--- config.mk ---
export PLATFORM = sky130hd
export DESIGN_NAME = bpa_ctrl
export DESIGN_NICKNAME = d
export VERILOG_FILES = /design/src/bpa_pkg.sv /design/src/bpa_ctrl.sv
export SDC_FILE = /design/constraint.sdc
export NUM_CORES = 1
export LEC_CHECK = 0
export ABC_CLOCK_PERIOD_IN_PS = 1390
export BUFFER_PORTS_ARGS = -buffer_cell sky130_fd_sc_hd__buf_2
export CAP_MARGIN = 40
export CELL_PAD_IN_SITES_DETAIL_PLACEMENT = 1
export CELL_PAD_IN_SITES_GLOBAL_PLACEMENT = 2
export CORE_MARGIN = 2
export CORE_UTILIZATION = 20
export DETAILED_ROUTE_END_ITERATION = 16
export HOLD_SLACK_MARGIN = 0.03
export PLACE_DENSITY = 0.71
export SYNTH_ARGS = -nofsm -noshare
export SYNTH_HDL_FRONTEND = slang
export SYNTH_SLANG_ARGS = --single-unit
--- constraint.sdc ---
create_clock -name clk -period 1.39 [get_ports clk]
set_input_delay 0.2085 -clock clk [delete_from_list [all_inputs] [get_ports clk]]
set_output_delay 0.2085 -clock clk [all_outputs]
set_load 0.01 [all_outputs]
--- src/bpa_pkg.sv ---
// shared constants and control types for the bitmap page allocator
package bpa_pkg;

  // page space and bitmap geometry
  localparam int TOTAL_PAGES = 4096;
  localparam int WORD_BITS   = 32;
  localparam int WORD_COUNT  = (TOTAL_PAGES + WORD_BITS - 1) / WORD_BITS;

  // derived widths
  localparam int PAGE_W  = $clog2(TOTAL_PAGES);
  localparam int COUNT_W = $clog2(TOTAL_PAGES + 1);
  localparam int WIDX_W  = $clog2(WORD_COUNT);
  localparam int BIT_W   = $clog2(WORD_BITS);

  // request modes
  localparam logic MODE_ALLOC   = 1'b0;
  localparam logic MODE_RELEASE = 1'b1;

  // commands from the controller to the datapath
  typedef struct packed {
    logic clear_wr;   // write an all-free word at the word index, step index
    logic start;      // capture request, rewind search
    logic decide_rel; // release accepted: point at first word of the run
    logic rd;         // read bitmap word at the word index
    logic chk;        // evaluate the scanned word
    logic mark_wr;    // write back the marked word, step index
    logic finish;     // update count and load the result register
  } cmd_t;

  // status from the datapath to the controller
  typedef struct packed {
    logic word_last;  // word index at the last bitmap word
    logic req_bad;    // captured request cannot succeed
    logic rel;        // captured request is a release
    logic hit;        // scanned word completes a free run
    logic mark_last;  // word index at the last word of the run
  } sts_t;

endpackage

--- src/bpa_ctrl.sv ---
// sequencer for clearing, scanning and marking the page bitmap
module bpa_ctrl (
  input  logic           clk,
  input  logic           rst,
  input  logic           req_valid,
  output logic           req_stall,
  output logic           rsp_valid,
  input  logic           rsp_stall,
  input  bpa_pkg::sts_t  sts,
  output bpa_pkg::cmd_t  cmd
);

  localparam logic [2:0] S_CLEAR    = 3'd0;
  localparam logic [2:0] S_IDLE     = 3'd1;
  localparam logic [2:0] S_DECIDE   = 3'd2;
  localparam logic [2:0] S_SCAN_RD  = 3'd3;
  localparam logic [2:0] S_SCAN_CHK = 3'd4;
  localparam logic [2:0] S_MARK_RD  = 3'd5;
  localparam logic [2:0] S_MARK_WR  = 3'd6;
  localparam logic [2:0] S_DONE     = 3'd7;

  logic [2:0] state;
  logic [2:0] state_next;
  logic       rsp_valid_next;
  logic       out_free;

  // result register can take a new word
  assign out_free  = !rsp_valid || !rsp_stall;
  assign req_stall = (state != S_IDLE);

  // next state and commands
  always_comb begin
    state_next = state;
    cmd        = '0;
    unique case (state)
      S_CLEAR: begin
        cmd.clear_wr = 1'b1;
        if (sts.word_last) state_next = S_IDLE;
      end
      S_IDLE: begin
        if (req_valid) begin
          cmd.start  = 1'b1;
          state_next = S_DECIDE;
        end
      end
      S_DECIDE: begin
        priority if (sts.req_bad) begin
          state_next = S_DONE;
        end else if (sts.rel) begin
          cmd.decide_rel = 1'b1;
          state_next     = S_MARK_RD;
        end else begin
          state_next = S_SCAN_RD;
        end
      end
      S_SCAN_RD: begin
        cmd.rd     = 1'b1;
        state_next = S_SCAN_CHK;
      end
      S_SCAN_CHK: begin
        cmd.chk = 1'b1;
        priority if (sts.hit) state_next = S_MARK_RD;
        else if (sts.word_last) state_next = S_DONE;
        else state_next = S_SCAN_RD;
      end
      S_MARK_RD: begin
        cmd.rd     = 1'b1;
        state_next = S_MARK_WR;
      end
      S_MARK_WR: begin
        cmd.mark_wr = 1'b1;
        if (sts.mark_last) state_next = S_DONE;
        else state_next = S_MARK_RD;
      end
      S_DONE: begin
        if (out_free) begin
          cmd.finish = 1'b1;
          state_next = S_IDLE;
        end
      end
    endcase
  end

  // result valid flag
  always_comb begin
    priority if (cmd.finish) rsp_valid_next = 1'b1;
    else if (!rsp_stall) rsp_valid_next = 1'b0;
    else rsp_valid_next = rsp_valid;
  end

  always_ff @(posedge clk) begin
    if (rst) begin
      state     <= S_CLEAR;
      rsp_valid <= 1'b0;
    end else begin
      state     <= state_next;
      rsp_valid <= rsp_valid_next;
    end
  end

`ifndef SYNTHESIS
  a_accept_decides: assert property (@(posedge clk) disable iff (rst)
    (req_valid && !req_stall) |=> (state == S_DECIDE))
    else $error("accepted request did not move to decide");

  a_result_from_done: assert property (@(posedge clk) disable iff (rst)
    $rose(rsp_valid) |-> ($past(state) == S_DONE))
    else $error("result raised outside the done state");

  a_result_not_overwritten: assert property (@(posedge clk) disable iff (rst)
    (rsp_valid && rsp_stall) |=> rsp_valid)
    else $error("stalled result word dropped");

  a_clear_blocks_requests: assert property (@(posedge clk)
    (state == S_CLEAR) |-> req_stall)
    else $error("request taken during clearing pass");
`endif

endmodule

# Word level (Yosys, flattened, before mapping)
# Cells that the tools add are included.
# W data, S select, Z words.
[word_totals]
regBits = 4
output_inout_bits = 9
word_cells = 42
[classes]
eq_ne = 12
mux = 22
n_reduce_logical = 6
[op_table]
columns = ["cell", "n"]
rows = [
  ["$pmux W3 S8", 1],
  ["$mux W3", 7],
  ["$mux W1", 13],
  ["$eq A3 B3 Y1 const B", 4],
  ["$eq A3 B2 Y1 const B", 2],
  ["$ne A2 B2 Y1 const B", 3],
  ["$eq A3 B1 Y1 const B", 1],
  ["$logic_not A3 Y1", 1],
  ["$ne A3 B1 Y1 const B", 1],
  ["$reduce_and A3 Y1", 1],
  ["$logic_not A1 Y1", 2],
  ["$mux W2", 1],
  ["$ne A2 B1 Y1 const B", 1],
  ["$reduce_or A2 Y1", 1],
  ["$logic_or A1 B1 Y1", 1],
]

# Depth between registers and ports, before layout
# Gate-level depths: netlist of the first run.
[logic_depth]
depth_word = 5
mapped_depth = 5
depth_no_buf = 4

# Worst setup path before layout of the first run
# Ideal clock, no wire load.
[synth_path]
path_type = "register to output"
startpoint = "register state[0]"
endpoint = "output port cmd[4] in the netlist's numbering"
t_arrival_ns = 1.009
t_required_ns = 1.182
slack_ns = 0.172
path_stages_with_launch = 4
cell_sequence = "dfxtp_1 buf_6 or3b_4 and2b_2"
[synth_rtl]
columns = ["element", "line", "rtl"]
rows = [
  ["start, declared", "bpa_ctrl.sv:22", "logic [2:0] state;"],
  ["start signal, assigned", "bpa_ctrl.sv:96", "state <= state_next;"],
  ["end, declared", "bpa_ctrl.sv:10", "output bpa_pkg::cmd_t cmd"],
]

==> reports/qor.yml, run 1 <==
launching_point_of_the_worst_reg2reg_path: "state[2]"
highest_delay_cell_along_the_critical_path: "sky130_fd_sc_hd__or3b_4"
post-route-util: 0.310
r2r-end: "state[2]"
hold_buffers: 0
timing.critical_path.from_type: "flop"
clock_tree.root_cell: "sky130_fd_sc_hd__clkbuf_4"
grt-busiest-layer: "met2"
timing.critical_path.max_delay_family: "simple AND/OR/NAND/NOR gates"
power_mw: 0.546
fmax_ghz: 0.687
clkLatencyLatePin_ns: 0.24
gp_weighted_congestion: 0.726
grt.total_usage: 0.119
timing.hold.worst.class: "in -> reg"
post-route-period-util: 1.05
p_leak_nw: 0.226
fin_nets: 75
overflow: 0
clk_pin_slew_worst_paths_ns: 0.03
ant_nets: 0
worst_ep_arrival_time_ns: 1.25
htreeDepth: 1
antennaDiodeCount: 0
rr_worst_depth: 4
grt_pass1_vias: 371
post_synthesis_instance_area_um2: 318
synth_area_per_cell_um2: 7.39
setup_violations_final: 1
synth_seq_area_share: 0.252
finalMaxSlewViolations: 0
timing.hold.worst_endpoint: "state[2]"
post_synth_num_cell_types: 23
worst_path_cell_chain: "or3b_4 -> and2b_2 -> buf_6"
vias: 383
max_slew_margin: 0.795
crit_fanout: 2
timing_worst_setup_path_type: "reg -> out"
cts_inserted_buffers: 3
die_y_um: 43.9
grtUsageMet3: 0.0458
synth-seq-cells: 4
power_per_standard_cell_area_nw_per_um2: 1170
hold_viol_final: 0
holdPathStages: 2
global_route.usage.met2: 0.185
post-route-min-period_ns: 1.46
drive_gt1_frac: 0.531
timing.critical_path.slowest_cell_delay_ns: 0.39
avgViaCountPerCell: 4.79
vdd_ir_drop_max_mv: 0.394
violated_checks: "negative setup slack"
floorplan.initialDensity: 0.211
floorplan.io_pins: 18
avgRoutedWirePerCell_um: 11.9
die_w_um: 43.9
tritoncts_clock_tree: "yes"
grt_setup_unrepaired: "true"
worst_setup_path_startpoint: "state[2]"
worst-endpoint-required_ns: 1.18
yosys_warnings: 0
rows: 14
grt_pass1_wl_um: 1590
ff2ff_setup_slack_ns: 0.18
drt_pass1_iterations: 1
final.setup_skew_ns: 0.00520
tightestPinTransition_ns: 0.303
core_area_um2: 1510
hold_start: "rst"
run_status: "finished, violations left"
port_buffers: 17
area_growth_pct: 46.9
mostFrequentLayoutCells: "16 x sky130_fd_sc_hd__buf_2, 5 x sky130_fd_sc_hd__buf_4, 4 x sky130_fd_sc_hd__a21oi_1, 4 x sky130_fd_sc_hd__nor3_1"
synthesis.nets: 52
cts_num_sinks: 4
drt_iter0_drc: 0
die_outline_area_um2: 1920
layout.cells.most_common: "sky130_fd_sc_hd__buf_2"
synthCells: 43
grt_met1_usage: 0.122
cts.path.max_buffers: 2
grt_max_degree: 13
routed_wl_um: 952
post-route-worst-setup-slack_ns: -0.0657
remaining_drc_errors: 0
grt_antenna_before_repair: 0
end_kind: "primary output"
number_of_max_capacitance_violations_reported: 0
path_buf_inv: 1
## final cells by class
| cell class | count | area [µm²] |
|---|---|---|
| clock buffer | 3 | 22.5 |
| fill | 203 | 1040 |
| inverter | 1 | 3.75 |
| multi-input combinational | 34 | 208 |
| sequential | 4 | 83.8 |
| tap | 16 | 20.0 |
| timing repair buffer | 22 | 129 |
## logic make-up (layout without fill, tap and decap cells)
group                  Yosys count  in the layout  share of synthesized area
XOR/XNOR                         1              1                     0.0276
AO/OA/AOI/OAI                    9              9                      0.169
flip-flops                       4              4                      0.252
buffers and inverters            5             26                      0.118
AND/OR/NAND/NOR                 24             24                      0.433
## through the flow
stage          TNS, ns  setup slack, ns  instance area [µm²]  std cells  hold WS (ns)
2_1_floorplan        0            0.172                  318         43         0.278
3_3_place_gp         0            0.186                  419         76         0.462
3_5_place_dp         0            0.162                  419         76         0.463
4_1_cts        -0.0713          -0.0713                  460         80         0.208
5_1_grt         -0.136          -0.0998                  467         80         0.212
6_report       -0.0657          -0.0657                  467         80         0.207
## worst max path at each step
stage	endpoint	slack [ns]	cells past startpoint
floorplan	cmd[4]	0.17	3
global placement	cmd[4]	0.19	3
detailed placement	cmd[4]	0.16	3
CTS	cmd[4]	-0.07	3
global route	cmd[4]	-0.1	3
finish	cmd[4]	-0.07	3
## Yosys cell counts
master / count / area [µm²]
sky130_fd_sc_hd__buf_6: 1 / 11.3
sky130_fd_sc_hd__dfxtp_1: 4 / 80.1
sky130_fd_sc_hd__buf_4: 3 / 22.5
sky130_fd_sc_hd__a21oi_1: 4 / 20.0
sky130_fd_sc_hd__a31oi_1: 1 / 6.26
sky130_fd_sc_hd__o21bai_1: 1 / 7.51
sky130_fd_sc_hd__nor2_1: 4 / 15.0
sky130_fd_sc_hd__or3b_4: 1 / 11.3
sky130_fd_sc_hd__and2b_2: 1 / 8.76
sky130_fd_sc_hd__o21ai_0: 1 / 5.00
sky130_fd_sc_hd__nor3b_1: 1 / 7.51
sky130_fd_sc_hd__and3_1: 2 / 12.5
sky130_fd_sc_hd__o311ai_0: 1 / 8.76
sky130_fd_sc_hd__nand3b_1: 1 / 7.51
sky130_fd_sc_hd__nand3_1: 3 / 15.0
sky130_fd_sc_hd__nand2b_1: 2 / 12.5
sky130_fd_sc_hd__xnor2_1: 1 / 8.76
sky130_fd_sc_hd__nand2_1: 2 / 7.51
sky130_fd_sc_hd__nor2b_1: 2 / 12.5
sky130_fd_sc_hd__inv_1: 1 / 3.75
sky130_fd_sc_hd__o22ai_1: 1 / 6.26
sky130_fd_sc_hd__and3_2: 1 / 7.51
sky130_fd_sc_hd__nor3_1: 4 / 20.0
## state kept, by name, indices dropped and copies added (netlist names)
signal,flops
rsp_valid,1
state,3
## what timing repair did
item / CTS / global route
resized for setup: 4 / 3
pin swaps: 1 / 1
hold endpoints to repair: 0 / 0
setup buffers: 1 / 0
setup endpoints to repair: 3 / 4
## power breakdown
part	switching [mW]	internal, mW
clock	0.0504	0.0967
sequential	0.00829	0.135
combinational	0.133	0.123
## per-layer routing
metal | wire length [µm] | up-vias
li1 | - | 195
met1 | 416 | 163
met2 | 388 | 21
met3 | 106 | 4
met4 | 40 | 0
met5 | 0 | -
No activity file was read; power rests on OpenSTA's default activity.
==> run 2, diff against run 1 <==
--- a/config.mk
+++ b/config.mk
@@ -15,6 +15,7 @@
 export DETAILED_ROUTE_END_ITERATION = 16
 export HOLD_SLACK_MARGIN = 0.03
 export PLACE_DENSITY = 0.71
+export RECOVER_POWER = 50
 export SYNTH_ARGS = -nofsm -noshare
 export SYNTH_HDL_FRONTEND = slang
 export SYNTH_SLANG_ARGS = --single-unit
==> reports/qor.yml, run 2 (synthesized netlist as in run 1, its figures left out) <==
area_growth_pct: 46.5
grt_pass1_wl_um: 1590  # unchanged
htreeDepth: 1  # unchanged
core_area_um2: 1510  # unchanged
pre_cts_slack_ns: 0.162  # unchanged
port_buffers: 17  # unchanged
overflow: 0  # unchanged
grt_pass1_vias: 371  # unchanged
remaining_drc_errors: 0  # unchanged
fillers: 203  # unchanged
vdd_ir_drop_max_mv: 0.394  # about the same
setup_violations_final: 1  # unchanged
post-route-min-period_ns: 1.46  # unchanged
power_per_standard_cell_area_nw_per_um2: 1170  # +0.26%
violated_checks: "negative setup slack"
hold_slack_ns: 0.207  # unchanged
gp_weighted_congestion: 0.726  # unchanged
worst_ep_arrival_time_ns: 1.25  # about the same
antennaDiodeCount: 0  # unchanged
grt_antenna_before_repair: 0  # unchanged
floorplan.io_pins: 18  # unchanged
avgRoutedWirePerCell_um: 12.0  # +0.53%
vias: 381  # -0.52%
tightestPinTransition_ns: 0.303  # unchanged
grt_max_degree: 13  # unchanged
max_slew_margin: 0.795  # unchanged
clock_tree.root_cell: "sky130_fd_sc_hd__clkbuf_4"
clkLatencyLatePin_ns: 0.24  # about the same
cts_num_sinks: 4  # unchanged
drt_pass1_iterations: 1  # unchanged
end_kind: "primary output"
fmax_ghz: 0.687  # unchanged
die_outline_area_um2: 1920  # unchanged
hold_viol_final: 0  # unchanged
flip_flop_count_of_the_largest_register_all_copies_and_words_added: 3  # unchanged
die_w_um: 43.9  # unchanged
tritoncts_clock_tree: "yes"
finalMaxSlewViolations: 0  # unchanged
layout.cells.most_common: "sky130_fd_sc_hd__buf_2"
global_route.usage.met2: 0.185  # unchanged
cts_inserted_buffers: 3  # unchanged
timing_worst_setup_path_type: "reg -> out"
timing.hold.worst.class: "in -> reg"
cts.path.max_buffers: 2  # unchanged
grt.total_usage: 0.119  # unchanged
multi_input_comb_area_um2: 208  # unchanged
p_leak_nw: 0.222  # -2.0%
grt_setup_unrepaired: "true"
clk_pin_slew_worst_paths_ns: 0.03  # about the same
number_of_max_capacitance_violations_reported: 0  # unchanged
ant_nets: 0  # unchanged
timing.critical_path.from_type: "flop"
avgViaCountPerCell: 4.76  # -0.52%
most_flop_heavy_register: "state"
die_y_um: 43.9  # unchanged
grtUsageMet3: 0.0458  # unchanged
routed_wl_um: 957  # +0.53%
grt-busiest-layer: "met2"
worst-endpoint-required_ns: 1.18  # about the same
run_status: "finished, violations left"
post-route-worst-setup-slack_ns: -0.0657  # unchanged
grt_met1_usage: 0.122  # unchanged
fin_nets: 75  # unchanged
layout_top_registers: "state x3, rsp_valid x1"
drt_iter0_drc: 0  # unchanged
crit_fanout: 2  # unchanged
mostFrequentLayoutCells: "15 x sky130_fd_sc_hd__buf_2, 5 x sky130_fd_sc_hd__buf_4, 4 x sky130_fd_sc_hd__a21oi_1, 4 x sky130_fd_sc_hd__nor3_1"
final.setup_skew_ns: 0.00520  # unchanged
rows: 14  # unchanged
post-route-period-util: 1.05  # unchanged
seq_area_um2: 83.8  # unchanged
floorplan.initialDensity: 0.211  # unchanged
post-route-util: 0.309  # -0.000831
drive_gt1_frac: 0.516  # -0.0156
hold_buffers: 0  # unchanged
run 2: cell count changes in the layout (fill, tap and decap cells not counted), sizes merged:
cell	change
clkbuf	+1
buf	-1
run 2: repair_timing:
item	CTS	global route
hold endpoints to repair	0	0
buffers inserted	1	0
pin swaps	1	1
gates resized for setup	4	3
setup endpoints to repair	3	4
run 2: stage by stage:
step	total power, mW	std cells	area (µm²)	TNS (ns)
4_1_cts	0.552	80	460	-0.0713
3_3_place_gp	0.382	76	419	0
3_5_place_dp	0.386	76	419	0
6_report	0.546	80	465	-0.0657
5_1_grt	0.592	80	465	-0.136
2_1_floorplan	0.303	43	318	0
run 2: path summary, 6_finish.rpt:
check | slack [ns] | depth (start not counted) | startpoint | endpoint
min reg2reg | 0.55 | 2 | rsp_valid | rsp_valid
min | 0.21 | 2 | rst | state[2]
max reg2reg | 0.18 | 4 | state[2] | state[2]
max | -0.07 | 3 | state[2] | cmd[4]
run 2: metal layers:
layer	up-vias	share of wire
li1	195	-
met1	161	0.44
met2	21	0.40
met3	4	0.11
met4	0	0.042
met5	-	0
run 2: final cells by class:
type,count,area share
Multi-Input combinational cell,34,0.446
Timing Repair Buffer,22,0.274
Sequential cell,4,0.180
Clock buffer,3,0.0484
Tap cell,16,0.0430
Inverter,1,0.00806
run 2: worst max-delay path, stage by stage, from the launching register on:
cell and delay [ns]:
sky130_fd_sc_hd__dfxtp_2 0.31, sky130_fd_sc_hd__or3b_4 0.39, sky130_fd_sc_hd__and2b_2 0.22, sky130_fd_sc_hd__buf_6 0.09
run 2: power by group:
part	internal [mW]	switching [mW]	total, mW
Clock	0.0967	0.0504	0.147
Sequential	0.135	0.00830	0.143
Combinational	0.123	0.133	0.256
